File: src/sv/rea_pkg.sv
// shared types, constants and the quadrature transition table
`default_nettype none
package rea_pkg;

  localparam int unsigned POS_WIDTH_DEF = 32;
  localparam int unsigned DIV_W = 32;
  localparam int unsigned CMD_W = 3;
  localparam int unsigned CFG_IDX_W = 3;
  localparam int unsigned CFG_DATA_W = 32;
  localparam int unsigned QUEUE_DEPTH = 2;

  localparam logic [CMD_W-1:0] CMD_SAMPLE   = 3'd0;
  localparam logic [CMD_W-1:0] CMD_READ     = 3'd1;
  localparam logic [CMD_W-1:0] CMD_READ_CHG = 3'd2;
  localparam logic [CMD_W-1:0] CMD_SET      = 3'd3;
  localparam logic [CMD_W-1:0] CMD_PRIME    = 3'd4;

  localparam logic [CFG_IDX_W-1:0] REG_ENABLE = 3'd0;
  localparam logic [CFG_IDX_W-1:0] REG_STEPS  = 3'd1;
  localparam logic [CFG_IDX_W-1:0] REG_COEF   = 3'd2;
  localparam logic [CFG_IDX_W-1:0] REG_MIN    = 3'd3;
  localparam logic [CFG_IDX_W-1:0] REG_MAX    = 3'd4;
  localparam logic [CFG_IDX_W-1:0] REG_WRAP   = 3'd5;

  localparam logic [1:0] DIR_NONE = 2'd0;
  localparam logic [1:0] DIR_POS  = 2'd1;
  localparam logic [1:0] DIR_NEG  = 2'd2;

  localparam logic [31:0] ACCEL_WINDOW_US = 32'd150000;
  localparam logic [9:0]  ACCEL_SCALE     = 10'd1000;
  localparam logic [6:0]  BONUS_CAP       = 7'd100;

  typedef struct packed {
    logic               enable;
    logic [7:0]         steps;
    logic [15:0]        coef;
    logic signed [31:0] min_value;
    logic signed [31:0] max_value;
    logic               wrap;
  } cfg_t;

  typedef struct packed {
    logic [CMD_W-1:0]   cmd;
    logic [1:0]         pair;
    logic [31:0]        now_us;
    logic signed [31:0] new_position;
  } item_t;

  typedef struct packed {
    logic full;
    logic empty;
  } q_status_t;

  function automatic logic signed [1:0] quad_val(input logic [3:0] hist);
    logic signed [1:0] v;
    unique case (hist)
      4'd1, 4'd7, 4'd8, 4'd14: v = -2'sd1;
      4'd2, 4'd4, 4'd11, 4'd13: v = 2'sd1;
      default: v = 2'sd0;
    endcase
    return v;
  endfunction

endpackage
`default_nettype wire

File: src/sv/rea_div.sv
// iterative restoring divider, one quotient bit per cycle
`default_nettype none
module rea_div (
  input  wire logic                   clk,
  input  wire logic                   rst_n,
  input  wire logic                   start,
  input  wire logic [rea_pkg::DIV_W-1:0] dividend,
  input  wire logic [rea_pkg::DIV_W-1:0] divisor,
  output logic                        busy,
  output logic                        done,
  output logic [rea_pkg::DIV_W-1:0]   quo,
  output logic [rea_pkg::DIV_W-1:0]   rem
);
  localparam int unsigned W = rea_pkg::DIV_W;
  localparam int unsigned CW = $clog2(W);

  logic [W-1:0]  quo_r, rem_r, dvs_r;
  logic [CW-1:0] cnt_r;
  logic          busy_r, done_r;
  logic [W:0]    trial;
  logic          fits;

  assign trial = {rem_r, quo_r[W-1]};
  assign fits  = trial >= {1'b0, dvs_r};

  always_ff @(posedge clk) begin
    if (!rst_n) begin
      busy_r <= 1'b0;
      done_r <= 1'b0;
      cnt_r  <= '0;
    end else begin
      done_r <= 1'b0;
      if (start) begin
        busy_r <= 1'b1;
        cnt_r  <= CW'(W - 1);
        quo_r  <= dividend;
        rem_r  <= '0;
        dvs_r  <= divisor;
      end else if (busy_r) begin
        rem_r <= fits ? W'(trial - {1'b0, dvs_r}) : trial[W-1:0];
        quo_r <= {quo_r[W-2:0], fits};
        cnt_r <= cnt_r - 1'b1;
        if (cnt_r == '0) begin
          busy_r <= 1'b0;
          done_r <= 1'b1;
        end
      end
    end
  end

  assign busy = busy_r;
  assign done = done_r;
  assign quo  = quo_r;
  assign rem  = rem_r;
endmodule
`default_nettype wire

File: src/sv/rea_front.sv
// input side: accepts beats, drops ones with no effect, two-entry queue
`default_nettype none
module rea_front (
  input  wire logic               clk,
  input  wire logic               rst_n,
  input  wire logic               enable,
  input  wire logic               in_valid,
  output logic                    in_ready,
  input  wire rea_pkg::item_t     in_item,
  input  wire logic               pop,
  output rea_pkg::item_t          head,
  output rea_pkg::q_status_t      status
);
  localparam int unsigned D = rea_pkg::QUEUE_DEPTH;
  localparam int unsigned AW = $clog2(D);

  rea_pkg::item_t ent_r [D];
  logic [AW-1:0]  wr_ptr_r, rd_ptr_r;
  logic [AW:0]    cnt_r;
  logic           keep, push;

  // unused codes and samples while disabled never reach the back end
  assign keep = (in_item.cmd <= rea_pkg::CMD_PRIME) &&
                !(in_item.cmd == rea_pkg::CMD_SAMPLE && !enable);
  assign in_ready = cnt_r != (AW+1)'(D);
  assign push = in_valid && in_ready && keep;

  always_ff @(posedge clk) begin
    if (!rst_n) begin
      wr_ptr_r <= '0;
      rd_ptr_r <= '0;
      cnt_r    <= '0;
    end else begin
      if (push) begin
        ent_r[wr_ptr_r] <= in_item;
        wr_ptr_r <= wr_ptr_r + 1'b1;
      end
      if (pop) rd_ptr_r <= rd_ptr_r + 1'b1;
      cnt_r <= cnt_r + (AW+1)'(push) - (AW+1)'(pop);
    end
  end

  assign head = ent_r[rd_ptr_r];
  assign status.full  = !in_ready;
  assign status.empty = cnt_r == '0;
endmodule
`default_nettype wire

File: src/sv/rea_back.sv
// execution side: decoder state, detent division, acceleration, bounds
`default_nettype none
module rea_back #(
  parameter int unsigned POS_WIDTH = rea_pkg::POS_WIDTH_DEF
) (
  input  wire logic               clk,
  input  wire logic               rst_n,
  input  wire rea_pkg::cfg_t      cfg,
  input  wire rea_pkg::item_t     head,
  input  wire rea_pkg::q_status_t qst,
  output logic                    pop,
  output logic                    div_start,
  output logic [rea_pkg::DIV_W-1:0] div_dividend,
  output logic [rea_pkg::DIV_W-1:0] div_divisor,
  input  wire logic               div_done,
  input  wire logic [rea_pkg::DIV_W-1:0] div_quo,
  input  wire logic [rea_pkg::DIV_W-1:0] div_rem,
  output logic                    out_valid,
  input  wire logic               out_ready,
  output logic signed [31:0]      out_position,
  output logic signed [31:0]      out_change
);
  localparam int unsigned P = POS_WIDTH;
  localparam int unsigned IW = 34;

  typedef enum logic [2:0] {
    S_IDLE, S_DIV1, S_DIV2, S_ADD, S_BOUND, S_FIN, S_OUT
  } state_t;

  state_t             state_r;
  rea_pkg::item_t     ent_r;
  logic [3:0]         hist_r;
  logic signed [31:0] raw_r, resid_r, rsum_r;
  logic [31:0]        time_r;
  logic [1:0]         dir_r;
  logic signed [P-1:0] pos_r, last_r;
  logic signed [IW-1:0] inc_r;
  logic signed [31:0] chg_r;
  logic               ov_r;

  logic [3:0]          hist_nxt;
  logic signed [P-1:0] mx, mn, np, np_lo;
  logic signed [31:0]  res_base, rsum;
  logic                rneg;
  logic signed [IW-1:0] steps;
  logic [1:0]          dir;
  logic [31:0]         elapsed;
  logic                accel;
  logic [6:0]          bonus;

  assign mx = P'(cfg.max_value);
  assign mn = P'(cfg.min_value);
  assign np = P'(head.new_position);
  assign np_lo = (mx < np) ? mx : np;
  assign hist_nxt = {hist_r[1:0], head.pair};

  // residual is dropped when the new motion reverses it
  assign res_base = ((raw_r > 0 && resid_r < 0) || (raw_r < 0 && resid_r > 0)) ? '0 : resid_r;
  assign rsum = res_base + raw_r;
  assign rneg = rsum_r[31];

  assign steps = rneg ? -IW'($signed({1'b0, div_quo})) : IW'($signed({1'b0, div_quo}));
  assign dir = rneg ? rea_pkg::DIR_NEG : rea_pkg::DIR_POS;
  assign elapsed = ent_r.now_us - time_r;
  assign accel = cfg.coef > 16'd1 && dir == dir_r && elapsed != '0 &&
                 elapsed < rea_pkg::ACCEL_WINDOW_US;
  assign bonus = (div_quo > 32'(rea_pkg::BONUS_CAP)) ? rea_pkg::BONUS_CAP : div_quo[6:0];

  assign pop = state_r == S_IDLE && !qst.empty;

  always_comb begin
    div_start    = 1'b0;
    div_dividend = '0;
    div_divisor  = '0;
    if (pop && (head.cmd == rea_pkg::CMD_READ || head.cmd == rea_pkg::CMD_READ_CHG) &&
        cfg.enable && raw_r != '0) begin
      div_start    = 1'b1;
      div_dividend = rsum[31] ? 32'(-rsum) : 32'(rsum);
      div_divisor  = (cfg.steps == '0) ? 32'd1 : 32'(cfg.steps);
    end else if (state_r == S_DIV1 && div_done && div_quo != '0 && accel) begin
      div_start    = 1'b1;
      div_dividend = 32'(cfg.coef) * 32'(rea_pkg::ACCEL_SCALE);
      div_divisor  = elapsed;
    end
  end

  always_ff @(posedge clk) begin
    if (!rst_n) begin
      state_r <= S_IDLE;
      ov_r    <= 1'b0;
      hist_r  <= '0;
      raw_r   <= '0;
      resid_r <= '0;
      pos_r   <= '0;
      last_r  <= '0;
      time_r  <= '0;
      dir_r   <= rea_pkg::DIR_NONE;
    end else begin
      if (state_r == S_OUT && (!ov_r || out_ready)) begin
        ov_r         <= 1'b1;
        out_position <= 32'(pos_r);
        out_change   <= chg_r;
      end else if (out_ready) begin
        ov_r <= 1'b0;
      end
      unique case (state_r)
        S_IDLE: begin
          if (pop) begin
            ent_r <= head;
            chg_r <= '0;
            priority case (head.cmd)
              rea_pkg::CMD_SAMPLE: begin
                hist_r <= hist_nxt;
                raw_r  <= raw_r + 32'(rea_pkg::quad_val(hist_nxt));
              end
              rea_pkg::CMD_SET: begin
                raw_r   <= '0;
                resid_r <= '0;
                pos_r   <= (np_lo < mn) ? mn : np_lo;
                last_r  <= (np_lo < mn) ? mn : np_lo;
                state_r <= S_OUT;
              end
              rea_pkg::CMD_PRIME: begin
                hist_r  <= {head.pair, head.pair};
                last_r  <= '0;
                state_r <= S_OUT;
              end
              default: begin
                if (cfg.enable) raw_r <= '0;
                if (div_start) begin
                  rsum_r  <= rsum;
                  state_r <= S_DIV1;
                end else begin
                  state_r <= S_FIN;
                end
              end
            endcase
          end
        end
        S_DIV1: begin
          if (div_done) begin
            resid_r <= rneg ? -$signed(div_rem) : $signed(div_rem);
            if (div_quo == '0) begin
              state_r <= S_FIN;
            end else begin
              inc_r   <= steps;
              time_r  <= ent_r.now_us;
              dir_r   <= dir;
              state_r <= accel ? S_DIV2 : S_ADD;
            end
          end
        end
        S_DIV2: begin
          if (div_done) begin
            inc_r   <= rneg ? inc_r - IW'(bonus) : inc_r + IW'(bonus);
            state_r <= S_ADD;
          end
        end
        S_ADD: begin
          pos_r   <= pos_r + P'(inc_r);
          state_r <= S_BOUND;
        end
        S_BOUND: begin
          if (mx < pos_r) begin
            pos_r <= cfg.wrap ? mn + (pos_r - mx - P'(1)) : mx;
          end else if (pos_r < mn) begin
            pos_r <= cfg.wrap ? mx - (mn - pos_r - P'(1)) : mn;
          end
          state_r <= S_FIN;
        end
        S_FIN: begin
          if (ent_r.cmd == rea_pkg::CMD_READ_CHG) begin
            chg_r  <= 32'(pos_r - last_r);
            last_r <= pos_r;
          end
          state_r <= S_OUT;
        end
        S_OUT: begin
          if (!ov_r || out_ready) state_r <= S_IDLE;
        end
        default: state_r <= S_IDLE;
      endcase
    end
  end

  assign out_valid = ov_r;
endmodule
`default_nettype wire

File: src/sv/rotary_encoder_accel_position.sv
// top level: configuration registers, front queue, back end and divider
`default_nettype none
// Quadrature encoder decoder with detent scaling, acceleration and a bounded
// or wrapping position. Items enter a two-entry queue; the back end runs one
// at a time. A pin sample is handled in the idle state and gives no beat;
// set and prime go straight to the output state. A read with motion runs
// the shared divider once for the detent division, and once more for the
// speed bonus when it applies. Reads with no pending motion, or while
// disabled, go through the finish state to the output. Out-of-range
// commands and samples while disabled are dropped at the input.
module rotary_encoder_accel_position #(
  parameter int unsigned POS_WIDTH = rea_pkg::POS_WIDTH_DEF
) (
  input  wire logic                clk,
  input  wire logic                rst_n,
  input  wire logic                cfg_we,
  input  wire logic [rea_pkg::CFG_IDX_W-1:0]  cfg_index,
  input  wire logic [rea_pkg::CFG_DATA_W-1:0] cfg_wdata,
  input  wire logic                in_valid,
  output logic                     in_ready,
  input  wire logic [2:0]          in_cmd,
  input  wire logic                in_pin_a,
  input  wire logic                in_pin_b,
  input  wire logic [31:0]         in_now_us,
  input  wire logic signed [31:0]  in_new_position,
  output logic                     out_valid,
  input  wire logic                out_ready,
  output logic signed [31:0]       out_position,
  output logic signed [31:0]       out_change
);
  rea_pkg::cfg_t      cfg_r;
  rea_pkg::item_t     in_item, head;
  rea_pkg::q_status_t qst;
  logic               pop, div_start, div_busy, div_done;
  logic [rea_pkg::DIV_W-1:0] div_dividend, div_divisor, div_quo, div_rem;

  always_ff @(posedge clk) begin
    if (!rst_n) begin
      cfg_r.enable    <= 1'b0;
      cfg_r.steps     <= 8'd4;
      cfg_r.coef      <= '0;
      cfg_r.min_value <= '0;
      cfg_r.max_value <= 32'sd100;
      cfg_r.wrap      <= 1'b0;
    end else if (cfg_we) begin
      unique case (cfg_index)
        rea_pkg::REG_ENABLE: cfg_r.enable    <= cfg_wdata[0];
        rea_pkg::REG_STEPS:  cfg_r.steps     <= cfg_wdata[7:0];
        rea_pkg::REG_COEF:   cfg_r.coef      <= cfg_wdata[15:0];
        rea_pkg::REG_MIN:    cfg_r.min_value <= $signed(cfg_wdata);
        rea_pkg::REG_MAX:    cfg_r.max_value <= $signed(cfg_wdata);
        rea_pkg::REG_WRAP:   cfg_r.wrap      <= cfg_wdata[0];
        default: ;
      endcase
    end
  end

  assign in_item.cmd          = in_cmd;
  assign in_item.pair         = {in_pin_b, in_pin_a};
  assign in_item.now_us       = in_now_us;
  assign in_item.new_position = in_new_position;

  rea_front u_front (
    .clk(clk), .rst_n(rst_n), .enable(cfg_r.enable),
    .in_valid(in_valid), .in_ready(in_ready), .in_item(in_item),
    .pop(pop), .head(head), .status(qst)
  );

  rea_div u_div (
    .clk(clk), .rst_n(rst_n), .start(div_start),
    .dividend(div_dividend), .divisor(div_divisor),
    .busy(div_busy), .done(div_done), .quo(div_quo), .rem(div_rem)
  );

  rea_back #(.POS_WIDTH(POS_WIDTH)) u_back (
    .clk(clk), .rst_n(rst_n), .cfg(cfg_r), .head(head), .qst(qst), .pop(pop),
    .div_start(div_start), .div_dividend(div_dividend), .div_divisor(div_divisor),
    .div_done(div_done), .div_quo(div_quo), .div_rem(div_rem),
    .out_valid(out_valid), .out_ready(out_ready),
    .out_position(out_position), .out_change(out_change)
  );

  a_pop_nonempty: assert property (@(posedge clk) disable iff (!rst_n)
    pop |-> !qst.empty) else $error("pop from empty queue");
  a_q_status: assert property (@(posedge clk) disable iff (!rst_n)
    !(qst.full && qst.empty)) else $error("queue full and empty");
  a_div_start: assert property (@(posedge clk) disable iff (!rst_n)
    div_start |-> !div_busy) else $error("divider restarted while busy");
  a_div_done: assert property (@(posedge clk) disable iff (!rst_n)
    div_done |-> !div_busy) else $error("divider done while busy");
endmodule
`default_nettype wire

File: config.mk
export PLATFORM = sky130hd
export DESIGN_NAME = rotary_encoder_accel_position
export DESIGN_NICKNAME = d
export VERILOG_FILES = /design/src/sv/rea_pkg.sv /design/src/sv/rea_div.sv /design/src/sv/rea_front.sv /design/src/sv/rea_back.sv /design/src/sv/rotary_encoder_accel_position.sv
export SDC_FILE = /design/constraint.sdc
export NUM_CORES = 2
export LEC_CHECK = 0
export BUFFER_PORTS_ARGS = -buffer_cell sky130_fd_sc_hd__clkbuf_2
export CORE_UTILIZATION = 50
export DETAILED_ROUTE_END_ITERATION = 8
export PLACE_DENSITY = 0.68
export SYNTH_ARGS = -nofsm -noshare
export SYNTH_HDL_FRONTEND = slang
export SYNTH_HIERARCHICAL = 1
export SYNTH_SLANG_ARGS = --single-unit
File: constraint.sdc
create_clock -name clk -period 11.15 [get_ports clk]
set_input_delay 1.115 -clock clk [delete_from_list [all_inputs] [get_ports clk]]
set_output_delay 1.115 -clock clk [all_outputs]
set_load 0.005 [all_outputs]
==> results_dict.tcl <==
set metrics [dict create \
    outcome "complete, no violations" \
    gp_congestion 0.962 \
    cts_resized 0 \
    overflow 0 \
    power.total_mw 11.7 \
    antenna_left 0 \
    avgSynthCellArea_um2 9.34 \
    grt_use_total_pct 28.1 \
    cts-root-buf "clkbuf_16" \
    mostFrequentLayoutCells "501 x nand2_1, 483 x ha_1, 445 x inv_1" \
    clockBufferDepth 3 \
    leakage_nw 23.1 \
    ir_drop_mv 0.149 \
    cts_htree_levels 3 \
    fin_cells 7041 \
    worstPathArrival_ns 7.78 \
    maxCapViolations 0 \
    fin_ws_ns 3.90 \
    dr.pass1.iters 6 \
    via_count 41839 \
    period_minus_slack_ns 7.25 \
    syn_inst 5504 \
    critPathMaxFanout 38 \
    numCtsBuffers 79 \
    drt-total-wl_um 148000 \
    grt_pass1_wl_um 229000 \
    slew_headroom_pct 16.7 \
    clkSinkCount 668 \
    final_area_um2 56400 \
    min_path_type "reg2reg" \
    grt_max_degree 91 \
    dpl_cell_area_um2 53600 \
    postCtsHoldBufs 0 \
    antenna_found_initial 4 \
    final_common_cell "nand2_1" \
    wl_per_cell_um 21.1 \
    coreArea_um2 102000 \
    syn_to_final_growth_pct 9.69 \
    drtIter0Drc 3336 \
    rsz0062_at_grt "no" \
    via_per_inst 5.94 \
    dpl.hpwl_um 114000 \
    cts_tree "done" \
    grt_pass1_vias 40275 \
    rows 117 \
    dieArea_um2 104000 \
    clock_skew_ns 0.0335 \
    clk_latency_ns 0.69 \
    finalHoldViolations 0 \
    syn_area_um2 51400 \
    end_kind "register" \
    r2r_setup_slack_ns 3.90 \
    pre_cts_slack_ns 4.06 \
    drive_above_1_share_pct 10.3 \
    fin_crit_sh_pct 65.0 \
    cp-start-kind "register" \
    fin_util_pct 55.3 \
    yosys_warnings 6 \
    die_x_um 323 \
    setup_violations 0 \
    dp_cells 6893 \
    postCtsSetupRepairBufs 0 \
    fin_nets 6322 \
    critPathKind "reg2reg" \
    cp.required_ns 11.68 \
    drv_slew 0 \
    chipHeight_um 323 \
    fmax_mhz 138 \
    fin_hold_ws_ns 0.419 \
    p_per_area_nw_per_um2 207 \
    ioPinCount 175 \
    worst_pin_slew_ns 1.22 \
    drc_errors 0 \
    antennaDiodeCount 0 \
    initial_core_util_pct 50.4 \
    final.setup.tns_ns 0 \
    port_buffers 174 \
    clk_pin_slew_ns 0.06 \
]
[sequential cells by signal (all words and copies together), names as in the netlist, 2 cells and up, named ones only]
signal               count
u_back/raw_r            32
u_div/quo               32
cfg_r                   90
u_front/cnt_r            2
u_front/ent_r          138
u_back/hist_r            2
u_div/rem               32
u_back/ent_r            35
u_back/last_r           32
u_back/state_r           3
u_back/inc_r            32
u_back/dir_r             2
u_back/chg_r            32
u_back/out_position     32
u_back/time_r           32
u_back/out_change       32
u_back/pos_r            32
u_div/cnt_r              5
u_back/resid_r          32
u_div/dvs_r             32
[worst paths after layout]
check	from	to	cells past startpoint
max	register	u_back/pos_r[23]	26
min	u_back/chg_r[28]	u_back/out_change[28]	0
max reg2reg	register	u_back/pos_r[23]	26
min reg2reg	u_back/chg_r[28]	u_back/out_change[28]	0
[power by group]
group,switching (mW),internal [mW],total [mW]
Clock,1.15,1.60,2.75
Combinational,3.46,2.30,5.76
Sequential,0.306,2.85,3.15
Total,4.92,6.75,11.7
[cell type report]
cell class / instances / area, um^2
flip-flops and latches: 668 / 17400
well taps: 1368 / 1710
clock inverters: 49 / 571
multi-input cells: 4184 / 31600
fillers: 9103 / 45500
repair buffers: 226 / 1270
inverters: 447 / 1680
clock buffers: 99 / 2220
[worst max-delay path, cell delays in order (launching register included)]
cell	delay, ns
dfxtp_4	0.77
mux2_2	0.44
inv_1	0.08
ha_1	0.39
nand4_2	0.18
nor4_2	0.44
o21ai_1	0.14
nand3_1	0.13
a31oi_2	0.09
xnor2_4	0.61
buf_4	0.39
nand2_1	0.08
o21ai_0	0.13
ha_1	0.30
a21o_1	0.17
a21oi_1	0.15
nor2b_1	0.06
o21ai_0	0.15
a211oi_1	0.09
a2111oi_0	0.39
o2bb2ai_1	0.19
o21ai_0	0.18
o31ai_4	0.19
buf_4	0.47
mux2_2	0.41
a221oi_1	0.30
a21oi_1	0.10
[metal layers]
layer	part of all wire (%)	vias up	global-route usage [%]
li1	-	20141	-
met5	0	-	0
met2	48	1333	48.7
met1	42	20065	35.1
met4	4.4	0	12.1
met3	5.4	300	3.29
Power figures use the tool's default switching activity.
